===== src/hw/rtl/rfd_pkg.sv =====
`default_nettype none

package rfd_pkg;

  // Frame layout
  localparam int FRAME_BYTES_USED = 16;
  localparam int IDX_W            = $clog2(FRAME_BYTES_USED);
  localparam int COUNT_W          = $clog2(FRAME_BYTES_USED + 1);

  localparam int STICK_W = 11;
  localparam int CFG_W   = 13;

  localparam logic [STICK_W-1:0] STICK_LOW    = 11'd364;
  localparam logic [STICK_W-1:0] STICK_HIGH   = 11'd1684;
  localparam logic [STICK_W-1:0] STICK_CENTRE = 11'd1024;

  // Division by 660 of a magnitude below 2**24: floor(n * RECIP >> SHIFT) is exact
  localparam int MAG_W       = 24;
  localparam int RECIP_W     = 25;
  localparam int RECIP_SHIFT = 34;
  localparam int QUOT_W      = MAG_W + RECIP_W - RECIP_SHIFT;
  localparam logic [RECIP_W-1:0] DIV660_RECIP = 25'd26030105;

  // Yaw gain is 8192, a shift by this many bits
  localparam int YAW_SHIFT = 13;

  typedef enum logic [1:0] {
    CFG_PITCH_ZERO = 2'd0,
    CFG_PITCH_MIN  = 2'd1,
    CFG_PITCH_MAX  = 2'd2
  } cfg_idx_t;

  localparam logic [CFG_W-1:0] PITCH_ZERO_RESET = 13'd4096;
  localparam logic [CFG_W-1:0] PITCH_MIN_RESET  = 13'd3000;
  localparam logic [CFG_W-1:0] PITCH_MAX_RESET  = 13'd5200;

  typedef struct packed {
    logic [7:0] rx_byte;
    logic       frame_end;
  } rfd_in_t;

  typedef struct packed {
    logic               frame_ok;
    logic [43:0]        sticks;
    logic [3:0]         switches;
    logic signed [15:0] mouse_x;
    logic signed [15:0] mouse_y;
    logic signed [15:0] mouse_z;
    logic [1:0]         mouse_buttons;
    logic [15:0]        key_mask;
    logic signed [15:0] yaw_command;
    logic signed [15:0] pitch_command;
    logic               relative_mode;
  } rfd_out_t;

  typedef struct packed {
    logic [43:0]        sticks;
    logic [3:0]         switches;
    logic signed [15:0] mouse_x;
    logic signed [15:0] mouse_y;
    logic signed [15:0] mouse_z;
    logic [1:0]         buttons;
    logic [15:0]        keys;
  } rfd_held_t;

  typedef struct packed {
    logic      frame_ok;
    rfd_held_t held;
  } rfd_snap_t;

  localparam rfd_held_t HELD_RESET = '{
    sticks:   {4{STICK_CENTRE}},
    switches: 4'hF,
    mouse_x:  16'sd0,
    mouse_y:  16'sd0,
    mouse_z:  16'sd0,
    buttons:  2'b00,
    keys:     16'h0000
  };

endpackage

`default_nettype wire


===== src/hw/rtl/rfd_frame_rx.sv =====
`default_nettype none

module rfd_frame_rx
  import rfd_pkg::*;
(
  input  wire logic      clk,
  input  wire logic      rst,
  input  wire logic      load_byte,
  input  wire rfd_in_t   item,
  output rfd_snap_t      snap
);

  logic [7:0]         frame_store [FRAME_BYTES_USED];
  logic [7:0]         view [FRAME_BYTES_USED];
  logic [COUNT_W-1:0] byte_count;
  logic [COUNT_W-1:0] byte_count_next;
  logic               store_open;
  logic               full_frame;
  logic [1:0]         sw_left;
  logic [1:0]         sw_right;
  logic [STICK_W-1:0] ch [4];
  logic               sticks_ok;
  logic               frame_valid;
  logic               accept_frame;
  rfd_held_t          decoded;

  assign store_open = byte_count < COUNT_W'(FRAME_BYTES_USED);
  // the frame-end byte fills the last entry when the count sits one short
  assign full_frame = byte_count >= COUNT_W'(FRAME_BYTES_USED - 1);

  always_comb begin
    byte_count_next = byte_count;
    if (load_byte) begin
      if (item.frame_end) begin
        byte_count_next = '0;
      end else if (store_open) begin
        byte_count_next = byte_count + COUNT_W'(1);
      end
    end
  end

  always_ff @(posedge clk) begin
    if (rst) begin
      byte_count <= '0;
    end else begin
      byte_count <= byte_count_next;
    end
  end

  always_ff @(posedge clk) begin
    if (load_byte && store_open) begin
      frame_store[byte_count[IDX_W-1:0]] <= item.rx_byte;
    end
  end

  // Store contents with the byte now arriving merged in
  always_comb begin
    for (int i = 0; i < FRAME_BYTES_USED; i++) begin
      view[i] = (byte_count == COUNT_W'(i)) ? item.rx_byte : frame_store[i];
    end
  end

  assign sw_left  = view[5][7:6];
  assign sw_right = view[5][5:4];
  assign ch[0] = {view[1][2:0], view[0]};
  assign ch[1] = {view[2][5:0], view[1][7:3]};
  assign ch[2] = {view[4][0], view[3], view[2][7:6]};
  assign ch[3] = {view[5][3:0], view[4][7:1]};

  always_comb begin
    sticks_ok = 1'b1;
    for (int i = 0; i < 4; i++) begin
      if (!(ch[i] > STICK_LOW && ch[i] < STICK_HIGH)) begin
        sticks_ok = 1'b0;
      end
    end
  end

  assign frame_valid = (sw_left != 2'b00) && (sw_right != 2'b00) &&
                       (view[12] <= 8'd1) && (view[13] <= 8'd1) && sticks_ok;
  assign accept_frame = full_frame && frame_valid;

  always_comb begin
    decoded.sticks   = {ch[3], ch[2], ch[1], ch[0]};
    decoded.switches = {sw_left, sw_right};
    decoded.mouse_x  = $signed({view[7], view[6]});
    decoded.mouse_y  = $signed({view[9], view[8]});
    decoded.mouse_z  = $signed({view[11], view[10]});
    decoded.buttons  = {view[13][0], view[12][0]};
    decoded.keys     = {view[15], view[14]};
  end

  // Held values change only on a good frame; keep them otherwise
  always_ff @(posedge clk) begin
    if (rst) begin
      snap <= '{frame_ok: 1'b0, held: HELD_RESET};
    end else if (load_byte && item.frame_end) begin
      snap.frame_ok <= accept_frame;
      if (accept_frame) begin
        snap.held <= decoded;
      end
    end
  end

endmodule

`default_nettype wire


===== src/hw/rtl/rfd_cmd_pipe.sv =====
`default_nettype none

module rfd_cmd_pipe
  import rfd_pkg::*;
(
  input  wire logic             clk,
  input  wire logic             rst,
  input  wire logic             load,
  input  wire rfd_snap_t        snap,
  input  wire logic [CFG_W-1:0] pitch_zero,
  input  wire logic [CFG_W-1:0] pitch_min,
  input  wire logic [CFG_W-1:0] pitch_max,
  output logic                  s1_free,
  output logic                  out_valid,
  input  wire logic             out_ready,
  output rfd_out_t              out_item
);

  logic s1_valid, s2_valid, s3_valid;
  logic s2_free, s3_free, out_free;

  // Stage 2: operand magnitudes, pitch gain product, mouse scaling
  rfd_snap_t          s2_snap;
  logic [MAG_W-1:0]   s2_yaw_mag;
  logic               s2_yaw_neg;
  logic [MAG_W-1:0]   s2_pitch_mag;
  logic               s2_pitch_neg;
  logic signed [15:0] s2_rel_yaw;
  logic signed [15:0] s2_rel_pitch;

  // Stage 3: quotients by 660
  rfd_snap_t          s3_snap;
  logic [QUOT_W-1:0]  s3_yaw_q;
  logic               s3_yaw_neg;
  logic [QUOT_W-1:0]  s3_pitch_q;
  logic               s3_pitch_neg;
  logic signed [15:0] s3_rel_yaw;
  logic signed [15:0] s3_rel_pitch;

  logic [STICK_W-1:0]         ch0, ch1;
  logic signed [STICK_W:0]    yaw_diff, pitch_diff;
  logic [STICK_W:0]           yaw_abs, pitch_abs;
  logic signed [CFG_W:0]      gain;
  logic [CFG_W:0]             gain_abs;
  logic signed [15:0]         mx_adj, my_adj;
  logic [MAG_W+RECIP_W-1:0]   yaw_prod, pitch_prod;
  logic signed [15:0]         yaw_abs_cmd, pitch_q_s;
  logic signed [16:0]         pitch_sum;
  logic signed [15:0]         pitch_wrap, pitch_abs_cmd;
  logic signed [15:0]         pitch_limit;
  logic                       rel;

  assign out_free = !out_valid || out_ready;
  assign s3_free  = !s3_valid || out_free;
  assign s2_free  = !s2_valid || s3_free;
  assign s1_free  = !s1_valid || s2_free;

  always_ff @(posedge clk) begin
    if (rst) begin
      s1_valid  <= 1'b0;
      s2_valid  <= 1'b0;
      s3_valid  <= 1'b0;
      out_valid <= 1'b0;
    end else begin
      if (s1_free) begin
        s1_valid <= load;
      end
      if (s2_free) begin
        s2_valid <= s1_valid;
      end
      if (s3_free) begin
        s3_valid <= s2_valid;
      end
      if (out_free) begin
        out_valid <= s3_valid;
      end
    end
  end

  // Stage 1 payload is the held snapshot itself
  assign ch0        = snap.held.sticks[STICK_W-1:0];
  assign ch1        = snap.held.sticks[2*STICK_W-1:STICK_W];
  assign yaw_diff   = $signed({1'b0, ch0}) - $signed({1'b0, STICK_LOW});
  assign pitch_diff = $signed({1'b0, ch1}) - $signed({1'b0, STICK_CENTRE});
  assign yaw_abs    = yaw_diff[STICK_W] ? (STICK_W+1)'(-yaw_diff) : (STICK_W+1)'(yaw_diff);
  assign pitch_abs  = pitch_diff[STICK_W] ? (STICK_W+1)'(-pitch_diff)
                                          : (STICK_W+1)'(pitch_diff);
  assign gain       = $signed({1'b0, pitch_zero}) - $signed({1'b0, pitch_min});
  assign gain_abs   = gain[CFG_W] ? (CFG_W+1)'(-gain) : (CFG_W+1)'(gain);

  // Truncating divide by four: bias negatives by three before the shift
  assign mx_adj = snap.held.mouse_x + (snap.held.mouse_x[15] ? 16'sd3 : 16'sd0);
  assign my_adj = snap.held.mouse_y + (snap.held.mouse_y[15] ? 16'sd3 : 16'sd0);

  always_ff @(posedge clk) begin
    if (s2_free) begin
      s2_snap      <= snap;
      s2_yaw_mag   <= MAG_W'({yaw_abs[STICK_W-1:0], YAW_SHIFT'(0)});
      s2_yaw_neg   <= yaw_diff[STICK_W];
      s2_pitch_mag <= MAG_W'(pitch_abs[STICK_W-1:0] * gain_abs[CFG_W-1:0]);
      s2_pitch_neg <= pitch_diff[STICK_W] ^ gain[CFG_W];
      s2_rel_yaw   <= mx_adj >>> 2;
      s2_rel_pitch <= my_adj >>> 2;
    end
  end

  assign yaw_prod   = s2_yaw_mag * DIV660_RECIP;
  assign pitch_prod = s2_pitch_mag * DIV660_RECIP;

  always_ff @(posedge clk) begin
    if (s3_free) begin
      s3_snap      <= s2_snap;
      s3_yaw_q     <= yaw_prod[MAG_W+RECIP_W-1:RECIP_SHIFT];
      s3_yaw_neg   <= s2_yaw_neg;
      s3_pitch_q   <= pitch_prod[MAG_W+RECIP_W-1:RECIP_SHIFT];
      s3_pitch_neg <= s2_pitch_neg;
      s3_rel_yaw   <= s2_rel_yaw;
      s3_rel_pitch <= s2_rel_pitch;
    end
  end

  assign rel         = s3_snap.held.switches[1:0] == 2'b01;
  assign yaw_abs_cmd = s3_yaw_neg ? -$signed({1'b0, s3_yaw_q}) : $signed({1'b0, s3_yaw_q});
  assign pitch_q_s   = s3_pitch_neg ? -$signed({1'b0, s3_pitch_q})
                                    : $signed({1'b0, s3_pitch_q});
  assign pitch_sum   = 17'(pitch_q_s) + $signed({4'b0, pitch_zero});
  assign pitch_wrap  = pitch_sum[15:0];
  assign pitch_limit = $signed({3'b0, pitch_max});
  assign pitch_abs_cmd = (pitch_wrap > pitch_limit) ? pitch_limit : pitch_wrap;

  always_ff @(posedge clk) begin
    if (out_free) begin
      out_item.frame_ok      <= s3_snap.frame_ok;
      out_item.sticks        <= s3_snap.held.sticks;
      out_item.switches      <= s3_snap.held.switches;
      out_item.mouse_x       <= s3_snap.held.mouse_x;
      out_item.mouse_y       <= s3_snap.held.mouse_y;
      out_item.mouse_z       <= s3_snap.held.mouse_z;
      out_item.mouse_buttons <= s3_snap.held.buttons;
      out_item.key_mask      <= s3_snap.held.keys;
      out_item.yaw_command   <= rel ? s3_rel_yaw : yaw_abs_cmd;
      out_item.pitch_command <= rel ? s3_rel_pitch : pitch_abs_cmd;
      out_item.relative_mode <= rel;
    end
  end

endmodule

`default_nettype wire


===== src/hw/rtl/remote_frame_decode_gimbal_command.sv =====
// Channel  Signals                                   Direction
// -------  ----------------------------------------  ---------
// in       in_valid, in_ready, in_item (rfd_in_t)    sink
// out      out_valid, out_ready, out_item (rfd_out_t) source
// cfg      cfg_valid, cfg_ready, cfg_index, cfg_data sink
//
// One byte item is taken every cycle while in_ready is high. A frame-end item
// yields one result, offered at the output through a four-register chain
// (held snapshot, gain product, reciprocal multiply by 1/660, output).
// Each stage advances on its own, so in_ready drops only when all four are
// full and out_ready is low. Synchronous reset zeroes the byte count and the
// valids and restores held values and pitch registers; cfg_ready is high.
`default_nettype none

module remote_frame_decode_gimbal_command
  import rfd_pkg::*;
(
  input  wire logic             clk,
  input  wire logic             rst,
  input  wire logic             in_valid,
  output logic                  in_ready,
  input  wire rfd_in_t          in_item,
  output logic                  out_valid,
  input  wire logic             out_ready,
  output rfd_out_t              out_item,
  input  wire logic             cfg_valid,
  output logic                  cfg_ready,
  input  wire logic [1:0]       cfg_index,
  input  wire logic [CFG_W-1:0] cfg_data
);

  logic             in_accept;
  logic [CFG_W-1:0] pitch_zero;
  logic [CFG_W-1:0] pitch_min;
  logic [CFG_W-1:0] pitch_max;
  rfd_snap_t        snap;

  assign cfg_ready = 1'b1;
  assign in_accept = in_valid && in_ready;

  always_ff @(posedge clk) begin
    if (rst) begin
      pitch_zero <= PITCH_ZERO_RESET;
      pitch_min  <= PITCH_MIN_RESET;
      pitch_max  <= PITCH_MAX_RESET;
    end else if (cfg_valid && cfg_ready) begin
      case (cfg_idx_t'(cfg_index))
        CFG_PITCH_ZERO: pitch_zero <= cfg_data;
        CFG_PITCH_MIN:  pitch_min  <= cfg_data;
        CFG_PITCH_MAX:  pitch_max  <= cfg_data;
        default: ;
      endcase
    end
  end

  rfd_frame_rx u_frame_rx (
    .clk       (clk),
    .rst       (rst),
    .load_byte (in_accept),
    .item      (in_item),
    .snap      (snap)
  );

  rfd_cmd_pipe u_cmd_pipe (
    .clk        (clk),
    .rst        (rst),
    .load       (in_accept && in_item.frame_end),
    .snap       (snap),
    .pitch_zero (pitch_zero),
    .pitch_min  (pitch_min),
    .pitch_max  (pitch_max),
    .s1_free    (in_ready),
    .out_valid  (out_valid),
    .out_ready  (out_ready),
    .out_item   (out_item)
  );

`ifndef SYNTHESIS
  // Input stalls only when the whole chain is full behind a stalled result
  assert property (@(posedge clk) disable iff (rst) !in_ready |-> out_valid && !out_ready)
    else $error("input stalled without a blocked result");

  // Held switches are never zero, so neither is any reported switch
  assert property (@(posedge clk) disable iff (rst)
    out_valid |-> out_item.switches[3:2] != 2'b00 && out_item.switches[1:0] != 2'b00)
    else $error("result carries a zero switch");

  assert property (@(posedge clk) disable iff (rst)
    out_valid |-> out_item.relative_mode == (out_item.switches[1:0] == 2'b01))
    else $error("mode does not follow the right switch");
`endif

endmodule

`default_nettype wire

===== config.mk =====
export PLATFORM = sky130hd
export DESIGN_NAME = remote_frame_decode_gimbal_command
export DESIGN_NICKNAME = d
export VERILOG_FILES = /design/src/hw/rtl/rfd_pkg.sv /design/src/hw/rtl/rfd_frame_rx.sv /design/src/hw/rtl/rfd_cmd_pipe.sv /design/src/hw/rtl/remote_frame_decode_gimbal_command.sv
export SDC_FILE = /design/constraint.sdc
export NUM_CORES = 2
export LEC_CHECK = 0
export ABC_CLOCK_PERIOD_IN_PS = 7310
export BUFFER_PORTS_ARGS = -buffer_cell sky130_fd_sc_hd__buf_4
export CORE_MARGIN = 10
export CORE_UTILIZATION = 39
export DETAILED_ROUTE_END_ITERATION = 12
export SLEW_MARGIN = 20
export SYNTH_ARGS = -nofsm -noshare
export SYNTH_HDL_FRONTEND = slang
export SYNTH_SLANG_ARGS = --single-unit
export TNS_END_PERCENT = 5

===== constraint.sdc =====
create_clock -name clk -period 7.31 [get_ports clk]
set_input_delay 0.3655 -clock clk [delete_from_list [all_inputs] [get_ports clk]]
set_output_delay 0.3655 -clock clk [all_outputs]
set_load 0.02 [all_outputs]

# Word-level counts from Yosys, hierarchy flattened
# Memories as Yosys holds them, arrays and structs flattened. A register that Yosys moved wholly into a read port is not among the register bits.
# Cells that the tools add are included.
# W data, S select, Z words.
# totals
input_bits	29
mem_bits_rw	128
register_bits	602
out_inout_bits	151
memories	1
# classes
magnitude_cmp	13
n_addsub	12
mul	3
eq_ne	10
bitwise	1
n_reduce_logical	30
n_mux	26
# mem_list
name	depth	width	rd	rd_ports_with_merged_regs	wr	line	text
u_frame_rx.frame_store	16	8	16	8	1	rfd_frame_rx.sv:13	logic [7:0] frame_store [FRAME_BYTES_USED];
# op_table
op	n
$mux W16	5
$mux W8	8
$mul A24 B25 Y49 const B	1
$gt A11 B9 Y1 const B	4
$lt A11 B11 Y1 const B	4
$mul A11 B25 Y36 const B	1
$add A16 B3 Y16	2
$neg A15 Y16	2
$mul A11 B13 Y24	1
$mux W11	2
$neg A11 Y11	2
$add A16 B14 Y16	1
$gt A16 B14 Y1	1
$le A8 B1 Y1 const B	2
$sub A13 B13 Y14	1
$mux W13	1
$neg A13 Y13	1
$logic_and A1 B1 Y1	12
$sub A11 B11 Y12 const B	1
$sub A11 B9 Y12 const B	1
$eq A5 B2 Y1 const B	2
$eq A5 B3 Y1 const B	2
$eq A5 B4 Y1 const B	2
$mux W5	2
15 further kinds	34

# Depth between registers and ports, before layout
# depth
depth_word	11
ltp_mapped	34
depth_no_buf	32

# By module
# A second synthesis with hierarchy kept.
# unflattened
cells_unflattened	3852
area_unflattened_um2	47434.2
# modules_own_cells
module	seq_area_each_um2	area_per_inst_um2	cells_per_inst	instances
rfd_cmd_pipe	15154.5	34276.6	2688	1
rfd_frame_rx	6246.0	11517.3	1004	1
remote_frame_decode_gimbal_command	780.7	1640.3	160	1

# Worst setup path before layout
# Ideal clock, no wire load.
# synth_timing
path_kind	flip-flop to flip-flop
from	reg pitch_min[1]
to	reg u_cmd_pipe.s2_pitch_mag[19], data pin
required_time_ns	7.051
path_slack_ns	-0.201
n_path_buf	2
setup_ns	0.259
arrival_ns	7.252
stages_incl_launch_ff	30
path_cell_list	dfxtp_1 -> inv_1 -> ha_1 -> nor2b_1 -> o21ai_0 -> a21boi_1 -> o31ai_1 -> a211oi_1 -> nor2_1 -> a31oi_1 -> clkbuf_1 -> nor2_1 -> xnor2_1 -> clkbuf_1 -> or2_2 -> fa_1 -> fa_1 -> inv_1 -> fa_1 -> fa_1 -> inv_1 -> fa_1 -> inv_1 -> ha_1 -> or4_1 -> o21a_1 -> o211a_1 -> or3_1 -> a21oi_1 -> xnor2_1
# synth_between
elab_chain_cells	4
# synth_lines
item	line	text
start, declared	remote_frame_decode_gimbal_command.sv:34	logic [CFG_W-1:0] pitch_min;
start signal, assigned	remote_frame_decode_gimbal_command.sv:49	CFG_PITCH_MIN: pitch_min <= cfg_data;
$sub A13 B13 Y14 *	rfd_cmd_pipe.sv:88	assign gain = $signed({1'b0, pitch_zero}) - $signed({1'b0, pitch_min});
$neg A13 Y13	rfd_cmd_pipe.sv:89	assign gain_abs = gain[CFG_W] ? (CFG_W+1)'(-gain) : (CFG_W+1)'(gain);
$mux W13 *	rfd_cmd_pipe.sv:89	
$mul A11 B13 Y24 *	rfd_cmd_pipe.sv:100	s2_pitch_mag <= MAG_W'(pitch_abs[STICK_W-1:0] * gain_abs[CFG_W-1:0]);
end signal, assigned	rfd_cmd_pipe.sv:100	
end, declared	rfd_cmd_pipe.sv:26	logic [MAG_W-1:0] s2_pitch_mag;
# Every way passes the cells marked *; elsewhere a longest branch is shown, timed or not.
# A chain may end at the register's enable or synchronous reset.

# Worst setup path after layout
# layout_timing
from	reg pitch_zero[0]
to	reg u_cmd_pipe.s2_pitch_mag[19], data pin
# layout_between
elab_chain_cells	4
# layout_lines
item	line	text
start, declared	remote_frame_decode_gimbal_command.sv:33	logic [CFG_W-1:0] pitch_zero;
start signal, assigned	remote_frame_decode_gimbal_command.sv:48	CFG_PITCH_ZERO: pitch_zero <= cfg_data;
$sub A13 B13 Y14 *	rfd_cmd_pipe.sv:88	
$neg A13 Y13	rfd_cmd_pipe.sv:89	
$mux W13 *	rfd_cmd_pipe.sv:89	
$mul A11 B13 Y24 *	rfd_cmd_pipe.sv:100	
# Marked as above.

==> summary.txt <==
Floorplan
  – # IOs: 180
  – Starting Density: 39.2%
  – Die area: 0.131 sq mm
  – Height of the die: 362 um
  – Num rows: 125
  – Core Area: 0.116 sq mm
  – DIE WIDTH: 362 um

STA
  – # setup viols final: 0
  – Worst rel slew slack: 28.9%
  – Setup Total Neg Slack: 0 ns
  – Slew @ Worst Pin: 1.07 ns
  – Final min period: 7.27 ns
  – Final Hold Vio Count: 0
  – Clk_skew: 0.0354 ns
  – Fin crit share: 99.4%
  – Unrepaired setup endpoints after global routing: true
  – Slew Limit Fails: 0
  – F_max: 138 MHz
  – Final setup margin: 0.0426 ns

Clocking
  – CTS tree: built
  – H-tree depth: 3
  – Clock buffer depth: 3
  – TritonCTS Buffers: 79
  – Root Buffer: clkbuf_16
  – Clk slew on worst S/H paths: 0.06 ns
  – CTS sink cnt: 793
  – Worst skew pair latency: 0.65 ns

Drt
  – TritonRoute pass-1 iters: 5
  – Via Count: 28200
  – Final WL: 107000 um
  – Drt initial violations: 1989
  – Wire per inst: 18.9 um
  – Drc violations: 0
  – Vias per cell: 5.01
  – Antenna Violating Nets Remaining: 0

Logic synthesis
  – Mapped Area: 0.0455 sq mm
  – Flops & latches, synth: 793
  – Syn Nets: 4541
  – Mapped Cells: 3749
  – Sequential share of the synthesized area: 48.7%
  – Most frequent cell after synthesis: edfxtp_1
  – Fraction of registers with async set or reset after synthesis: 0%
  – Post-Syn Area per Cell: 12.1 sq um
  – Yosys top cell by area: edfxtp_1
  – Top cell type's share of synthesized area: 41.5%
  – Synth top area cells: edfxtp_1 42%, ha_1 13%, fa_1 12%
  – Synth cell count leaders: 630 x edfxtp_1, 484 x inv_1, 482 x ha_1, 306 x nor2_1, 305 x nand2_1
  – Number of flops mapped to enable cells by yosys: 630
  – Yosys synthesis warning count: 0
  – Distinct cell type count after synthesis: 82
  – Ys flop type: edfxtp_1

Setup path
  – CP Launch Point: pitch_zero[0]$_SDFFE_PP0P_
  – Critical Path Source Type: flop
  – Slowest CP cell: fa_1
  – Req. time, crit path: 7.70 ns
  – Critical path type: reg -> reg
  – CP max FO: 4
  – R2r setup slk: 0.04 ns
  – Top cell by count, worst path: fa_1
  – Worst EP arrival: 7.65 ns
  – Reg2reg start: pitch_zero[0]$_SDFFE_PP0P_
  – Crit Reg-Reg Endpoint: u_cmd_pipe.s2_pitch_mag[19]$_DFFE_PP_
  – Element type at the critical path end: flop
  – Max incr delay on CP: 0.54 ns
  – Worst Reg-to-Reg Cells: 31

Global routing
  – Via count of the first global-routing pass: 28600
  – Initial antenna violation count: 12
  – Met1 Use GR: 23.6%
  – Gr usage total: 16.2%
  – GRT met3 Usage: 2.89%
  – Largest net degree at the start of global routing: 189
  – GR peak layer: met2
  – Global-route wire length before repair: 167000 um
  – Total grt overflow: 0
  – Grt met2 use: 25.3%

Place
  – Dpl ws: -0.408 ns
  – I/O Buffers: 178
  – Detailed Place HPWL: 78300 um
  – Placed Area: 0.0492 sq mm
  – GPL Wtd Cong: 0.898

Run
  – Max Cap Violations: 0

Min path
  – Hold Path End: pitch_max[12]$_SDFFE_PP1P_
  – Tightest Hold Check Type: in -> reg
  – HP Start: cfg_data[12]
  – Cell count of the worst hold path: 2

Pwr
  – Max VDD drop: 0.000210 V
  – Power Density: 181 mW/mm^2
  – Leakage power: 24.2 nW

Finish
  – Area grow syn2layout: 15.6%
  – Share of cells above drive strength 1: 14.1%
  – Nets: 4841
  – Cell area after layout: 0.0527 sq mm
  – Storage cell area: 0.0222 sq mm
  – Multi-input gate area: 0.0215 sq mm
  – Fillers: 10600

Run status
  – Status: finished, final reports clean
-- worst max-delay path: cells and delay by family (launching register included) --
kind            cells  cell delay (ns)
simple gates        6             1.39
buf+inv             8             0.78
fa+ha+maj           8             3.27
xor+xnor            3             0.52
compound gates      6             0.76
flops               1             0.32
-- cell families after synthesis --
| kind of cell | synth area share, % |
|---|---|
| AO/OA/AOI/OAI | 6.98 |
| XOR/XNOR | 3.23 |
| adder cells (fa/ha/maj) | 25.6 |
| buffers and inverters | 5.15 |
| flip-flops | 48.7 |
| multiplexers | 1.67 |
| other | 0.00823 |
| AND/OR/NAND/NOR | 8.66 |
-- flip-flops by register name, summed over array words and instances, names as in the netlist, 14 cells and up --
signal,count
u_cmd_pipe.out_item,148
u_cmd_pipe.s2_pitch_mag,24
u_cmd_pipe.s2_rel_pitch,14
u_cmd_pipe.s2_rel_yaw,14
u_cmd_pipe.s2_snap,115
u_cmd_pipe.s3_pitch_q,15
u_cmd_pipe.s3_rel_pitch,14
u_cmd_pipe.s3_rel_yaw,14
u_cmd_pipe.s3_snap,115
u_cmd_pipe.s3_yaw_q,15
u_frame_rx.frame_store,128
u_frame_rx.snap,115
-- where the power goes --
| part | leakage [nW] | internal (mW) | switching (mW) | total [mW] |
|---|---|---|---|---|
| registers | 8.52 | 4.85 | 0.0230 | 4.87 |
| logic | 14.4 | 0.243 | 0.326 | 0.570 |
| clock network | 1.29 | 2.31 | 1.76 | 4.07 |
| total | 24.2 | 7.40 | 2.11 | 9.51 |
-- final cells by class --
class	instances	area share, %
well taps	1524	3.62
flip-flops and latches	793	42.1
multi-input cells	2353	40.9
inverters	488	3.50
diodes	1	0.00475
clock buffers	94	3.92
repair buffers	334	4.86
clock inverters	53	1.07
-- how the worst max path moves through the flow --
stage	slack (ns)	cells past startpoint	to
2_1_floorplan	0.002	29	u_cmd_pipe.s2_pitch_mag[19]$_DFFE_PP_
3_3_place_gp	-0.33	32	u_cmd_pipe.s2_pitch_mag[20]$_DFFE_PP_
3_5_place_dp	-0.41	32	u_cmd_pipe.s2_pitch_mag[20]$_DFFE_PP_
4_1_cts	0.002	31	u_cmd_pipe.s2_pitch_mag[19]$_DFFE_PP_
5_1_grt	-0.25	31	u_cmd_pipe.s2_pitch_mag[19]$_DFFE_PP_
6_report	0.04	31	u_cmd_pipe.s2_pitch_mag[19]$_DFFE_PP_
-- placed cells by master, fill, tap and decap left out, drive strengths merged, types with 6 or more instances in the layout --
| cell type | netlist | routed |
|---|---|---|
| edfxtp | 630 | 630 |
| inv | 484 | 490 |
| ha | 482 | 482 |
| buf | 33 | 322 |
| nor2 | 306 | 306 |
| nand2 | 306 | 306 |
| fa | 281 | 281 |
| dfxtp | 163 | 163 |
| a21oi | 118 | 118 |
| xnor2 | 106 | 106 |
| clkbuf | 82 | 94 |
| o21ai | 93 | 93 |
| mux2i | 68 | 68 |
| a311oi | 66 | 66 |
| xor2 | 60 | 60 |
| a211oi | 54 | 54 |
| nand3 | 51 | 51 |
| nand2b | 43 | 43 |
| clkinv | 4 | 39 |
| nor3 | 31 | 31 |
| or2 | 28 | 28 |
| nor2b | 24 | 24 |
| a21o | 21 | 21 |
| and3 | 20 | 20 |
| nand4 | 16 | 16 |
| a211o | 14 | 14 |
| a31oi | 14 | 14 |
| or3 | 14 | 14 |
| o21bai | 11 | 11 |
| o211ai | 11 | 11 |
| o21a | 11 | 11 |
| dlygate4sd3 | 0 | 11 |
| and2 | 9 | 9 |
| o22ai | 8 | 8 |
| o31ai | 8 | 8 |
| mux2 | 7 | 7 |
| bufinv | 0 | 7 |
| or4 | 6 | 6 |
-- what timing repair did --
action                                  in CTS  in global routing
cloned                                       0                  1
hold buffers                                11                  0
setup buffers                                5                 22
gates resized for setup                     29                 69
pin swaps                                   25                 57
hold endpoints to repair                    28                  0
endpoints found under the setup margin       8                 10
-- layer usage --
layer  vias up  share of wire (%)
li1      13600                  -
met1     14000                 48
met2       572                 45
met3       108                5.2
met4         4                1.5
met5         -              0.023
-- metrics by stage --
| step | cells | hold WS (ns) | power (mW) | util, % |
|---|---|---|---|---|
| after global placement | 5453 | 0.400 | 5.43 | 42.4 |
| after floorplan | 3749 | 0.400 | 5.20 | - |
| final | 5640 | 0.0394 | 9.51 | 45.4 |
| after detailed placement | 5453 | 0.405 | 5.44 | 42.4 |
| after CTS | 5616 | 0.00286 | 9.53 | 44.9 |
| after global routing | 5639 | 0.0153 | 9.83 | 45.4 |
(Power assumes the default switching activity.)
